File: config.mk
export PLATFORM = sky130hd
export DESIGN_NAME = aoet_queue
export DESIGN_NICKNAME = d
export VERILOG_FILES = /design/src/hw/rtl/aoet_pkg.sv /design/src/hw/rtl/aoet_queue.sv
export SDC_FILE = /design/constraint.sdc
export NUM_CORES = 1
export LEC_CHECK = 0
export BUFFER_PORTS_ARGS = -buffer_cell sky130_fd_sc_hd__clkbuf_2
export CELL_PAD_IN_SITES_DETAIL_PLACEMENT = 1
export CELL_PAD_IN_SITES_GLOBAL_PLACEMENT = 2
export CORE_AREA = 2 2 60 62
export CTS_BUF_LIST = sky130_fd_sc_hd__clkbuf_4 sky130_fd_sc_hd__clkbuf_8 sky130_fd_sc_hd__clkbuf_16
export CTS_CLUSTER_SIZE = 20
export DETAILED_ROUTE_END_ITERATION = 8
export DIE_AREA = 0 0 62 64
export PLACE_DENSITY = 0.9
export REMOVE_ABC_BUFFERS = 1
export SETUP_SLACK_MARGIN = 0.4
export SYNTH_ARGS = -nofsm -noshare
export SYNTH_HDL_FRONTEND = slang
export SYNTH_SLANG_ARGS = --single-unit
export TNS_END_PERCENT = 20
File: constraint.sdc
create_clock -name clk -period 5.61 [get_ports clk]
set_clock_uncertainty 0.2 [all_clocks]
set_input_delay 0.2805 -clock clk [delete_from_list [all_inputs] [get_ports clk]]
set_output_delay 0.2805 -clock clk [all_outputs]
set_load 0.02 [all_outputs]
File: src/hw/rtl/aoet_pkg.sv
// Shared types and codes of the overlap event tracker.
// Holds register indexes, alignment and event codes, and inter-module structs.
// No dependencies.
package aoet_pkg;

  // Field widths fixed by the item and register formats
  localparam int ID_W    = 5;
  localparam int SIZE_W  = 15;
  localparam int OFF_W   = SIZE_W + 2;
  localparam int KIND_W  = 2;
  localparam int CFG_IDX_W  = 3;
  localparam int CFG_DATA_W = 15;

  // Command queue between front and back
  localparam int QDEPTH = 4;
  localparam int QPTR_W = 2;

  // Configuration register indexes
  localparam logic [CFG_IDX_W-1:0] REG_TRACKING  = 3'd0;
  localparam logic [CFG_IDX_W-1:0] REG_OWN_ID    = 3'd1;
  localparam logic [CFG_IDX_W-1:0] REG_TEX_W     = 3'd2;
  localparam logic [CFG_IDX_W-1:0] REG_TEX_H     = 3'd3;
  localparam logic [CFG_IDX_W-1:0] REG_BOX_W     = 3'd4;
  localparam logic [CFG_IDX_W-1:0] REG_BOX_H     = 3'd5;
  localparam logic [CFG_IDX_W-1:0] REG_ALIGNMENT = 3'd6;
  localparam logic [CFG_IDX_W-1:0] REG_EVT_MASK  = 3'd7;

  // Box alignment modes
  localparam logic [2:0] ALIGN_CENTER = 3'd0;
  localparam logic [2:0] ALIGN_TOP    = 3'd1;
  localparam logic [2:0] ALIGN_BOTTOM = 3'd2;
  localparam logic [2:0] ALIGN_LEFT   = 3'd3;
  localparam logic [2:0] ALIGN_RIGHT  = 3'd4;

  // Input opcodes
  localparam logic OP_CANDIDATE = 1'b0;
  localparam logic OP_FRAME_END = 1'b1;

  // Event kinds
  localparam logic [KIND_W-1:0] EVT_ENTER = 2'd0;
  localparam logic [KIND_W-1:0] EVT_STAY  = 2'd1;
  localparam logic [KIND_W-1:0] EVT_EXIT  = 2'd2;
  localparam logic [KIND_W-1:0] EVT_DONE  = 2'd3;

  // Event mask bits
  localparam int MASK_ENTER = 0;
  localparam int MASK_STAY  = 1;
  localparam int MASK_EXIT  = 2;

  // Settings the front needs for box placement and filtering
  typedef struct packed {
    logic                    tracking;
    logic [ID_W-1:0]         own_id;
    logic signed [OFF_W-1:0] off_x;
    logic signed [OFF_W-1:0] off_y;
    logic [SIZE_W-1:0]       box_w;
    logic [SIZE_W-1:0]       box_h;
  } front_cfg_t;

  // Settings the back needs for reporting
  typedef struct packed {
    logic       tracking;
    logic [2:0] event_mask;
  } back_cfg_t;

  // Classified command handed from front to back
  typedef struct packed {
    logic            is_end;
    logic [ID_W-1:0] id;
  } cmd_t;

endpackage

File: src/hw/rtl/aoet_queue.sv
// Short command queue between the classifying front and the reporting back.
// Depth from aoet_pkg; push and pop may happen in the same cycle.
module aoet_queue
  import aoet_pkg::*;
(
  input  logic clk,
  input  logic rst,
  input  cmd_t push_cmd,
  input  logic push_valid,
  output logic push_ready,
  output cmd_t pop_cmd,
  output logic pop_valid,
  input  logic pop_ready
);

  cmd_t              mem [QDEPTH];
  logic [QPTR_W-1:0] wr_ptr;
  logic [QPTR_W-1:0] rd_ptr;
  logic [QPTR_W:0]   count;
  logic              do_push;
  logic              do_pop;

  assign push_ready = (count != (QPTR_W+1)'(QDEPTH));
  assign pop_valid  = (count != '0);
  assign pop_cmd    = mem[rd_ptr];
  assign do_push    = push_valid && push_ready;
  assign do_pop     = pop_valid && pop_ready;

  // Advance pointers and occupancy
  always_ff @(posedge clk) begin
    if (rst) begin
      wr_ptr <= '0;
      rd_ptr <= '0;
      count  <= '0;
    end else begin
      if (do_push) wr_ptr <= wr_ptr + 1'b1;
      if (do_pop)  rd_ptr <= rd_ptr + 1'b1;
      unique case ({do_push, do_pop})
        2'b10:   count <= count + 1'b1;
        2'b01:   count <= count - 1'b1;
        default: count <= count;
      endcase
    end
  end

  // Store pushed commands
  always_ff @(posedge clk) begin
    if (do_push) mem[wr_ptr] <= push_cmd;
  end

endmodule

==> summary.txt <==
Routing
  – Vias: 741
  – Initial DRC count: 11
  – Drt drc: 0
  – Routed WL: 2.27 mm
  – Via/cell ratio: 4.69
  – DR WL/cell: 14.4 um
  – DR pass1 iterations: 4
  – Routed Antenna Nets: 0

Synthesis
  – Synth Area in Adders: 6.11%
  – Yosys top cell area share: 53.3%
  – FF+latch count, synth: 33
  – Unique masters post-synth: 24
  – Post-Synth Simple-Gate Area: 6.67%
  – Yosys top cell by area: edfxtp_1
  – Synth Instances: 83
  – Largest family of logic cells by synthesized area: multiplexers
  – Avg Inst Size Synth: 16.3 sq um
  – Yosys warns: 0
  – Cell Area, Synth: 1350 sq um
  – XOR/XNOR share of the synthesized area: 2.59%
  – Top area cells in the synthesized netlist: edfxtp_1 (53%), dfxtp_1 (13%), mux4_2 (10%)
  – Multiplexer area fraction after synthesis: 11.9%
  – Seq/Total Area, Yosys: 66.7%
  – Synth Area in Compound Gates: 3.80%

Worst hold path
  – HP Class: input pin to flip-flop

Clocking
  – CTS tree: built
  – Cts repair resizes: 0
  – Clock slew seen by the registers of the worst setup and hold paths: 90 ps
  – Clk Latency, worst-skew pair: 320 ps
  – Max Root-Sink Buffers: 2
  – CTS Root Cell: clkbuf_4
  – CTS sink count: 33
  – H-tree depth: 2
  – Total CTS buffers: 5

Worst setup path
  – Worst Path Buf+Inv: 2
  – Critical path class: flip-flop to flip-flop
  – Arrival time worst endpoint: 2270 ps
  – Crit-path cells: nor2_2, a21boi_4, inv_2, ha_1, inv_1, fa_1, xor2_1, or3_1, a21oi_1
  – Delay-heaviest family, CP: adder cells
  – CP endpoint kind: flip-flop
  – CP Max Fanout: 7
  – Crit-path slowest cell: dfxtp_1
  – CP required: 5670 ps
  – Crit path launch type: flip-flop
  – Slowest stage delay, CP: 370 ps

Status
  – Outcome: completed

Global routing
  – GRT Total Usage: 14.0%
  – First-pass GRT wire length: 3.77 mm
  – GRT overflow: 0
  – Largest net degree at the start of global routing: 11
  – Vias in the first global route: 799
  – Initial antenna violation count: 0

Die
  – Top Ports: 18
  – Initial core utilization: 41.1%
  – Die area: 3970 sq um
  – Core area: 3280 sq um
  – Vert. Die Dim: 64 um
  – Horiz. Die Dim: 62 um
  – # rows: 21

Placement
  – Gpl congestion: 0.743
  – Worst slack, placed: 3400 ps
  – I/O Buffers: 17

STA
  – Minimum clock period: 2210 ps
  – Slew Viols, Final: 0
  – # setup viols final: 0
  – Worst slew margin: 71.6%
  – Worst-Margin Slew: 426 ps
  – Worst setup margin: 3400 ps
  – Fin. Hold Viols: 0
  – Max Clk Rate: 453 MHz
  – Fin Setup TNS: 0 ps
  – Period utilization: 39.3%
  – Unrepaired setup endpoints after global routing: no

Pwr
  – PD cells: 410 nW/um^2
  – Maximum vdd drop: 0.189 mV
  – Total power: 653 uW
  – Leak: 0.589 nW

Layout
  – Fillers: 348
  – Register area: 901 sq um
  – Ant diodes: 0
  – Fraction of layout cells with a size suffix above 1: 29.5%
  – Area Growth Syn to Fin: 18.1%
  – Layout Nets: 127
  – Multi-input gate area: 419 sq um

Flow run
  – Number of max-cap violations: 0
-- final cells by class --
| cell class | instances | share of cell area [%] |
|---|---|---|
| flip-flops and latches | 33 | 56.5 |
| multi-input cells | 42 | 26.3 |
| repair buffers | 23 | 9.10 |
| well taps | 46 | 3.61 |
| clock buffers | 5 | 2.35 |
| inverters | 6 | 1.41 |
| clock inverters | 3 | 0.784 |
-- report_power, final --
group	internal (mW)	switching, mW	leakage, nW
sequential	0.299	0.0376	0.294
combinational	0.0917	0.105	0.265
clock	0.0452	0.0750	0.0300
total	0.436	0.218	0.589
-- through the flow --
stage               std cells  instance area, sq um  hold slack [ps]  util [%]
floorplan                  81                  1340              150         -
global placement          144                  1490              295      45.2
detailed placement        144                  1490              305      45.2
CTS                       158                  1600             45.5      48.6
global route              158                  1600             66.5      48.6
finish                    158                  1600             64.5      48.6
-- cell usage after synthesis --
cell and instances:
a21boi_4 1, a21oi_1 2, and2_1 4, buf_2 1, clkbuf_1 1, dfxtp_1 9, edfxtp_1 24, fa_1 1
ha_1 5, inv_1 5, inv_2 1, mux2_4 1, mux2i_1 1, mux4_2 6, nand2_1 1, nand2b_1 2
nor2_1 8, nor2_2 1, o21ai_0 1, o311ai_1 1, o31a_1 1, or3_1 2, xnor2_1 1, xor2_1 3
-- worst register-to-register path, stage by stage (launching register included) --
cell	delay, ps
dfxtp_1	370
nor2_2	190
a21boi_4	110
inv_2	60
ha_1	180
inv_1	60
fa_1	370
xor2_1	160
or3_1	300
a21oi_1	140
-- flip-flops by register name (all words and copies together), names as in the netlist, named ones only --
signal / flops
wr_ptr: 2
count: 3
rd_ptr: 2
mem: 24
-- cell usage in the layout (no fill, tap or decap), drive strengths merged --
cell          n
nand2         1
mux4          6
a21boi        1
o311ai        1
and2          4
o31a          1
mux2i         1
o21ai         1
fa            1
ha            5
dlygate4sd3   6
or3           2
nand2b        2
a21oi         2
xnor2         1
mux2          1
clkbuf       22
xor2          3
nor2          9
clkinv        3
inv           6
edfxtp       24
dfxtp         9
-- per-layer routing --
metal,up-vias,track usage [%],wire length [um]
met5,-,0,0
met4,0,7.18,55
met3,6,4.86,119
met2,21,21.5,1130
met1,359,16.8,960
li1,355,-,-
-- worst paths after layout --
kind / start / endpoint / slack, ps / cells after the start
max: count[1] / count[2] / 3400 / 9
min: rst / count[2] / 60 / 2
max reg2reg: count[1] / count[2] / 3400 / 9
min reg2reg: wr_ptr[1] / wr_ptr[1] / 330 / 2
-- timing repair --
action / in CTS / in global routing
endpoints found under the hold margin: 24 / 0
hold buffers: 6 / 0
setup buffers: 0 / 0
-- cell families (layout without fill, tap and decap cells) --
kind of cell               Yosys count  count (layout)
AOI/OAI and AO/OA                    6               6
buffers and inverters                8              37
muxes                                8               8
xor gates and xnor gates             4               4
adders and majority gates            6               6
and+or+nand+nor                     18              18
DFF                                 33              33
No activity file was read; power rests on OpenSTA's default activity.
