`config.mk`:
```
export PLATFORM = sky130hd
export DESIGN_NAME = aoet_front_flat
export DESIGN_NICKNAME = d
export VERILOG_FILES = /design/src/hw/rtl/aoet_pkg.sv /design/src/hw/rtl/aoet_in_if.sv /design/src/hw/rtl/aoet_front.sv /design/src/flat_wrapper.sv
export SDC_FILE = /design/constraint.sdc
export NUM_CORES = 1
export LEC_CHECK = 0
export BUFFER_PORTS_ARGS = -buffer_cell sky130_fd_sc_hd__buf_2
export CAP_MARGIN = 0
export CORE_MARGIN = 4
export CORE_UTILIZATION = 25
export DETAILED_ROUTE_END_ITERATION = 8
export PLACE_DENSITY = 0.45
export REMOVE_ABC_BUFFERS = 1
export SLEW_MARGIN = 10
export SYNTH_ARGS = -nofsm -noshare
export SYNTH_HDL_FRONTEND = slang
export SYNTH_SLANG_ARGS = --single-unit
```
`constraint.sdc`:
```
create_clock -name clk -period 18.7 [get_ports clk]
set_clock_uncertainty 0.15 [all_clocks]
set_input_delay 2.805 -clock clk [delete_from_list [all_inputs] [get_ports clk]]
set_output_delay 2.805 -clock clk [all_outputs]
set_load 0.02 [all_outputs]
```
`src/hw/rtl/aoet_pkg.sv`:
```
// Shared types and codes of the overlap event tracker.
// Holds register indexes, alignment and event codes, and inter-module structs.
// No dependencies.
package aoet_pkg;

  // Field widths fixed by the item and register formats
  localparam int ID_W    = 5;
  localparam int SIZE_W  = 15;
  localparam int OFF_W   = SIZE_W + 2;
  localparam int KIND_W  = 2;
  localparam int CFG_IDX_W  = 3;
  localparam int CFG_DATA_W = 15;

  // Command queue between front and back
  localparam int QDEPTH = 4;
  localparam int QPTR_W = 2;

  // Configuration register indexes
  localparam logic [CFG_IDX_W-1:0] REG_TRACKING  = 3'd0;
  localparam logic [CFG_IDX_W-1:0] REG_OWN_ID    = 3'd1;
  localparam logic [CFG_IDX_W-1:0] REG_TEX_W     = 3'd2;
  localparam logic [CFG_IDX_W-1:0] REG_TEX_H     = 3'd3;
  localparam logic [CFG_IDX_W-1:0] REG_BOX_W     = 3'd4;
  localparam logic [CFG_IDX_W-1:0] REG_BOX_H     = 3'd5;
  localparam logic [CFG_IDX_W-1:0] REG_ALIGNMENT = 3'd6;
  localparam logic [CFG_IDX_W-1:0] REG_EVT_MASK  = 3'd7;

  // Box alignment modes
  localparam logic [2:0] ALIGN_CENTER = 3'd0;
  localparam logic [2:0] ALIGN_TOP    = 3'd1;
  localparam logic [2:0] ALIGN_BOTTOM = 3'd2;
  localparam logic [2:0] ALIGN_LEFT   = 3'd3;
  localparam logic [2:0] ALIGN_RIGHT  = 3'd4;

  // Input opcodes
  localparam logic OP_CANDIDATE = 1'b0;
  localparam logic OP_FRAME_END = 1'b1;

  // Event kinds
  localparam logic [KIND_W-1:0] EVT_ENTER = 2'd0;
  localparam logic [KIND_W-1:0] EVT_STAY  = 2'd1;
  localparam logic [KIND_W-1:0] EVT_EXIT  = 2'd2;
  localparam logic [KIND_W-1:0] EVT_DONE  = 2'd3;

  // Event mask bits
  localparam int MASK_ENTER = 0;
  localparam int MASK_STAY  = 1;
  localparam int MASK_EXIT  = 2;

  // Settings the front needs for box placement and filtering
  typedef struct packed {
    logic                    tracking;
    logic [ID_W-1:0]         own_id;
    logic signed [OFF_W-1:0] off_x;
    logic signed [OFF_W-1:0] off_y;
    logic [SIZE_W-1:0]       box_w;
    logic [SIZE_W-1:0]       box_h;
  } front_cfg_t;

  // Settings the back needs for reporting
  typedef struct packed {
    logic       tracking;
    logic [2:0] event_mask;
  } back_cfg_t;

  // Classified command handed from front to back
  typedef struct packed {
    logic            is_end;
    logic [ID_W-1:0] id;
  } cmd_t;

endpackage

```
`src/hw/rtl/aoet_in_if.sv`:
```
// Input item channel of the overlap event tracker.
// Carries valid/ready and the candidate or frame-end payload; uses aoet_pkg.
interface aoet_in_if
  import aoet_pkg::*;
#(
  parameter int COORD_BITS = 16
);
  logic                         valid;
  logic                         ready;
  logic                         opcode;
  logic signed [COORD_BITS-1:0] own_x;
  logic signed [COORD_BITS-1:0] own_y;
  logic [ID_W-1:0]              other_id;
  logic signed [COORD_BITS-1:0] other_x;
  logic signed [COORD_BITS-1:0] other_y;
  logic [SIZE_W-1:0]            other_width;
  logic [SIZE_W-1:0]            other_height;

  modport source (
    output valid, opcode, own_x, own_y, other_id, other_x, other_y,
           other_width, other_height,
    input  ready
  );

  modport sink (
    input  valid, opcode, own_x, own_y, other_id, other_x, other_y,
           other_width, other_height,
    output ready
  );
endinterface

```
`src/hw/rtl/aoet_front.sv`:
```
// Front of the overlap event tracker: accepts items, places the own box,
// runs the strict overlap test and queues hits and frame ends. Uses aoet_pkg.
module aoet_front
  import aoet_pkg::*;
#(
  parameter int COORD_BITS  = 16,
  parameter int MAX_OBJECTS = 32
)(
  input  logic       clk,
  input  logic       rst,
  input  front_cfg_t cfg,
  aoet_in_if.sink    items_in,
  output cmd_t       push_cmd,
  output logic       push_valid,
  input  logic       push_ready
);

  // Sum width covers position plus offset plus size without overflow
  localparam int SW = ((COORD_BITS > OFF_W) ? COORD_BITS : OFF_W) + 2;

  logic                 a_valid;
  logic                 a_end;
  logic [ID_W-1:0]      a_id;
  logic signed [SW-1:0] a_ax;
  logic signed [SW-1:0] a_ay;
  logic signed [SW-1:0] a_bx;
  logic signed [SW-1:0] a_by;
  logic signed [SW-1:0] a_bxe;
  logic signed [SW-1:0] a_bye;

  logic                 accept;
  logic                 keep;
  logic                 advance;
  logic                 hit;
  logic signed [SW-1:0] w_ext;
  logic signed [SW-1:0] h_ext;

  // Drop candidates that cannot matter before they enter the pipeline
  assign keep = (items_in.opcode == OP_FRAME_END) ||
                (cfg.tracking && (items_in.other_id != cfg.own_id) &&
                 (int'(items_in.other_id) < MAX_OBJECTS));

  assign accept  = items_in.valid && items_in.ready;
  assign advance = !a_valid || !push_valid || push_ready;
  assign items_in.ready = advance;

  // Stage A: place own box and find candidate's far edges
  always_ff @(posedge clk) begin
    if (rst) begin
      a_valid <= 1'b0;
    end else if (advance) begin
      a_valid <= accept && keep;
    end
  end

  always_ff @(posedge clk) begin
    if (advance) begin
      a_end <= (items_in.opcode == OP_FRAME_END);
      a_id  <= items_in.other_id;
      a_ax  <= SW'(items_in.own_x) + SW'(cfg.off_x);
      a_ay  <= SW'(items_in.own_y) + SW'(cfg.off_y);
      a_bx  <= SW'(items_in.other_x);
      a_by  <= SW'(items_in.other_y);
      a_bxe <= SW'(items_in.other_x) + SW'(signed'({1'b0, items_in.other_width}));
      a_bye <= SW'(items_in.other_y) + SW'(signed'({1'b0, items_in.other_height}));
    end
  end

  // Stage B: strict overlap on every edge of both boxes, combinational from stage A
  assign w_ext = SW'(signed'({1'b0, cfg.box_w}));
  assign h_ext = SW'(signed'({1'b0, cfg.box_h}));
  assign hit   = (a_ax < a_bxe) && ((a_ax + w_ext) > a_bx) &&
                 (a_ay < a_bye) && ((a_ay + h_ext) > a_by);

  assign push_valid      = a_valid && (a_end || hit);
  assign push_cmd.is_end = a_end;
  assign push_cmd.id     = a_id;

endmodule

```
`src/flat_wrapper.sv`:
```
// flat-port wrapper written by rule: the top's interface ports become plain ports
module aoet_front_flat import aoet_pkg::*;
#(
  parameter int COORD_BITS  = 16,
  parameter int MAX_OBJECTS = 32
)
  (clk, rst, cfg, push_cmd, push_valid, push_ready, items_in_valid, items_in_opcode, items_in_own_x, items_in_own_y, items_in_other_id, items_in_other_x, items_in_other_y, items_in_other_width, items_in_other_height, items_in_ready);
  aoet_in_if #(.COORD_BITS(COORD_BITS)) items_in_i ();
  input  logic clk;
  input  logic rst;
  input  front_cfg_t cfg;
  output cmd_t push_cmd;
  output logic push_valid;
  input  logic push_ready;
  input wire logic [$bits(items_in_i.valid)-1:0] items_in_valid;
  input wire logic [$bits(items_in_i.opcode)-1:0] items_in_opcode;
  input wire logic [$bits(items_in_i.own_x)-1:0] items_in_own_x;
  input wire logic [$bits(items_in_i.own_y)-1:0] items_in_own_y;
  input wire logic [$bits(items_in_i.other_id)-1:0] items_in_other_id;
  input wire logic [$bits(items_in_i.other_x)-1:0] items_in_other_x;
  input wire logic [$bits(items_in_i.other_y)-1:0] items_in_other_y;
  input wire logic [$bits(items_in_i.other_width)-1:0] items_in_other_width;
  input wire logic [$bits(items_in_i.other_height)-1:0] items_in_other_height;
  output wire logic [$bits(items_in_i.ready)-1:0] items_in_ready;
  assign items_in_i.valid = items_in_valid;
  assign items_in_i.opcode = items_in_opcode;
  assign items_in_i.own_x = items_in_own_x;
  assign items_in_i.own_y = items_in_own_y;
  assign items_in_i.other_id = items_in_other_id;
  assign items_in_i.other_x = items_in_other_x;
  assign items_in_i.other_y = items_in_other_y;
  assign items_in_i.other_width = items_in_other_width;
  assign items_in_i.other_height = items_in_other_height;
  assign items_in_ready = items_in_i.ready;
  aoet_front #(.COORD_BITS(COORD_BITS), .MAX_OBJECTS(MAX_OBJECTS)) u_core (.clk(clk), .rst(rst), .cfg(cfg), .items_in(items_in_i), .push_cmd(push_cmd), .push_valid(push_valid), .push_ready(push_ready));
endmodule
```
==> parameters.txt <==
Parameter                              Value

Worst setup path
  Worst endpoint data arrival time ... 7.17 ns
  Startpoint types ... input port
  Critical setup path kind ... in -> out
  Crit Path Max Fanout ... 4
  Length in cells of the worst reg-to-reg path ... 19
  Worst EP required ... 15.75 ns
  Type of destination of the critical path ... primary output
  Worst Setup SP ... cfg[2]
  Startpoint of the lowest-slack register-to-register path ... u_core.a_ay[2]

Floorplan
  Die span in y ... 199.7 um
  Std cell rows ... 69
  Horizontal extent of the die ... 199.7 um
  Ports placed on the boundary ... 182
  Die ar. ... 0.03987 mm^2
  Effective utilization at floorplan ... 25.57%
  Standard cell core area ... 0.03591 mm^2

Clock tree
  Buffers from clock root to sink, at most ... 2
  Number of buffers inserted to repair setup after CTS ... 0
  Total number of clock tree sinks ... 109
  Maximum level of the CTS H-tree ... 3
  # resized after CTS ... 0
  Clock Latency Late Sink ... 0.36 ns
  Number of buffers added by the clock tree synthesis step ... 9
  Clock tree from TritonCTS ... yes
  CTS Root Buffer Type ... sky130_fd_sc_hd__clkbuf_16
  Clock-pin transition on the worst setup and hold timing paths ... 0.08 ns
  Count of hold buffers inserted by post-cts repair ... 0

Cells and area
  Share of cells above drive strength 1 ... 18.92%
  Number of antenna cells inserted ... 0
  Final Net Count ... 1,451
  Layout area overhead ... 19.43%

Timing
  Relative slew slack ... 48.25%
  Sum of negative setup slack ... 0 ns
  RSZ-0062 raised after global routing ... no
  Achievable Freq ... 0.09872 GHz
  Post-route clock period utilization ... 54.17%
  Final setup violation count ... 0
  Final slew viol count ... 0
  Post-route minimum period ... 10.13 ns
  Final hold vios ... 0
  Worst-Margin Slew ... 0.7762 ns

Global route
  GR Overflow Total ... 0
  Tot GR Track Use ... 11.80%
  Pin count of the biggest net entering global routing ... 59
  Via count of the first global-routing pass ... 7,219
  Initial antenna violation count ... 0
  First-pass GRT wire length ... 36.48 mm

Logic synthesis
  Sequential-to-total area share from yosys stat ... 35.53%
  Combined area of all synthesized cells ... 0.009184 mm^2
  Average footprint of a synthesized cell ... 10.07 um^2
  Synth cell types ... 56
  Async set or reset register ratio after synthesis ... 0%
  Post-Syn Instances ... 912
  Post-synthesis sequential element count ... 109
  Main synth FF type ... sky130_fd_sc_hd__edfxtp_1
  Number of enable-type register cells in the synthesized netlist ... 108
  Yosys Warn Count ... 0

Drt
  Routed vias ... 7,060
  Pre-Repair DR Iteration Count ... 4
  DRC violation count after routing ... 0
  ANT nets after route ... 0
  Final routed wirelength across all metal layers ... 23.75 mm
  Iteration-0 DRC count of the detailed router ... 135
  Detailed-route wire length per cell ... 15.12 um
  Ratio of routed vias to standard cells ... 4.494

Pwr
  Peak VDD IR ... 0.03527 mV
  Portion of total power attributed to the clock network ... 19.9%
  Comb power frac ... 44.1%
  Power density cells ... 86.52 mW/mm^2
  Fraction of power spent switching nets ... 36.46%
  Internal power component ... 0.6029 mW
  Sequential power share ... 36.0%
  Leakage power total ... 5.131 nW
  Switching power ... 0.3460 mW
  Pwr Total ... 0.9489 mW

Outcome
  Outcome ... finished, final reports clean

Worst hold path
  Number of cells on the worst hold path ... 3
  Origin of the worst min-delay path ... u_core.a_valid
  Path class of the lowest-slack min-delay path ... reg -> reg

Placement
  Port Buffer Count ... 181
  Placed wire-length estimate ... 20.17 mm
  Placer's final routability congestion estimate ... 0.8412

Run
  Max Cap Violations ... 0
==> layer usage <==
layer | wire length [um] | GRT usage [%] | up-vias
met3 | 861 | 1.956 | 15
met4 | 275 | 2.792 | 0
met2 | 11570 | 20.92 | 129
met1 | 11040 | 15.01 | 3167
li1 | - | - | 3749
met5 | 0 | 0 | -
==> per-stage QoR <==
stage	worst slack, ns	area [um^2]	utilization [%]	instances	hold WS [ns]
after CTS	8.549	10970	30.54	1571	0.6478
after floorplan	5.159	9176	-	911	0.4867
after detailed placement	8.558	10680	29.74	1555	0.6293
after global placement	8.688	10680	29.74	1555	0.6411
after global routing	8.009	10970	30.54	1571	0.6917
final	8.570	10970	30.54	1571	0.6504
==> sequential cells by signal, indices dropped and copies added (netlist names) <==
name            count
u_core.a_bx        16
u_core.a_id         5
u_core.a_bxe       17
u_core.a_bye       17
u_core.a_valid      1
u_core.a_by        16
u_core.a_ay        18
u_core.a_ax        18
u_core.a_end        1
==> cell usage in the layout (no fill, tap or decap), drive strengths merged, types with 6 or more instances in the layout <==
| master | n |
|---|---|
| nand3 | 21 |
| inv | 107 |
| fa | 6 |
| nor3 | 17 |
| nor2b | 15 |
| o21ai | 41 |
| nor2 | 47 |
| o21a | 13 |
| a211oi | 8 |
| a211o | 6 |
| a21o | 34 |
| nand4 | 15 |
| buf | 183 |
| xor2 | 31 |
| a31oi | 13 |
| nand2 | 39 |
| a21oi | 77 |
| or2 | 6 |
| clkbuf | 9 |
| edfxtp | 108 |
| ha | 166 |
| nand2b | 12 |
| xnor2 | 56 |
==> worst paths after layout <==
check,to,slack (ns)
max,items_in_ready,8.57
min,u_core.a_valid,0.65
max reg2reg,u_core.a_bx[15],12.60
min reg2reg,u_core.a_valid,0.65
==> kinds of logic after synthesis <==
family	Yosys count	share of synthesized area (%)
AO/OA/AOI/OAI	240	16.92
XOR/XNOR	87	8.297
adder cells (fa/ha/maj)	172	23.92
buffers and inverters	106	4.373
flip-flops	109	35.53
multiplexers	2	0.2316
AND/OR/NAND/NOR	196	10.72
==> synth_stat cells (15+ instances only) <==
| cell type | count | area, um^2 |
|---|---|---|
| sky130_fd_sc_hd__nand3_1 | 21 | 105.1 |
| sky130_fd_sc_hd__edfxtp_1 | 108 | 3243 |
| sky130_fd_sc_hd__nor2b_1 | 15 | 93.84 |
| sky130_fd_sc_hd__inv_1 | 105 | 394.1 |
| sky130_fd_sc_hd__a21o_1 | 34 | 255.2 |
| sky130_fd_sc_hd__nor2_1 | 47 | 176.4 |
| sky130_fd_sc_hd__nor3_1 | 17 | 85.08 |
| sky130_fd_sc_hd__a21oi_1 | 76 | 380.4 |
| sky130_fd_sc_hd__o21ai_0 | 40 | 200.2 |
| sky130_fd_sc_hd__nand2_1 | 39 | 146.4 |
| sky130_fd_sc_hd__xnor2_1 | 56 | 490.5 |
| sky130_fd_sc_hd__nand4_1 | 15 | 93.84 |
| sky130_fd_sc_hd__ha_1 | 166 | 2077 |
| sky130_fd_sc_hd__xor2_1 | 31 | 271.5 |
==> layout make-up <==
cell class	instances	area, um^2
clock inverter	7	61.31
timing repair buffer	183	920.9
sequential	109	3263
multi-input combinational	697	5527
tap	461	576.8
clock buffer	9	225.2
inverter	105	394.1
fill	3749	24950
==> power by group through the flow <==
stage | Combinational [mW] | Sequential (mW) | Clock, mW
global route | 0.486 | 0.347 | 0.206
global placement | 0.422 | 0.348 | 0
finish | 0.419 | 0.342 | 0.188
floorplan | 0.311 | 0.340 | 0
detailed placement | 0.422 | 0.347 | 0
CTS | 0.426 | 0.343 | 0.198
==> critical path: stages <==
cell	delay, ns
sky130_fd_sc_hd__buf_2	0.10
sky130_fd_sc_hd__ha_1	0.34
sky130_fd_sc_hd__nand2_1	0.07
sky130_fd_sc_hd__o21ai_1	0.21
sky130_fd_sc_hd__o31ai_1	0.17
sky130_fd_sc_hd__a2111oi_0	0.64
sky130_fd_sc_hd__nor2_1	0.19
sky130_fd_sc_hd__o221ai_1	0.26
sky130_fd_sc_hd__xor2_1	0.10
sky130_fd_sc_hd__ha_1	0.31
sky130_fd_sc_hd__nand2_1	0.05
sky130_fd_sc_hd__or3_4	0.39
sky130_fd_sc_hd__a21oi_1	0.13
sky130_fd_sc_hd__a2111oi_0	0.08
sky130_fd_sc_hd__a31oi_1	0.28
sky130_fd_sc_hd__o311ai_1	0.21
sky130_fd_sc_hd__a2111oi_2	0.54
sky130_fd_sc_hd__nor2_4	0.10
sky130_fd_sc_hd__buf_2	0.18
Note: power is estimated with default switching activity, not from simulation.
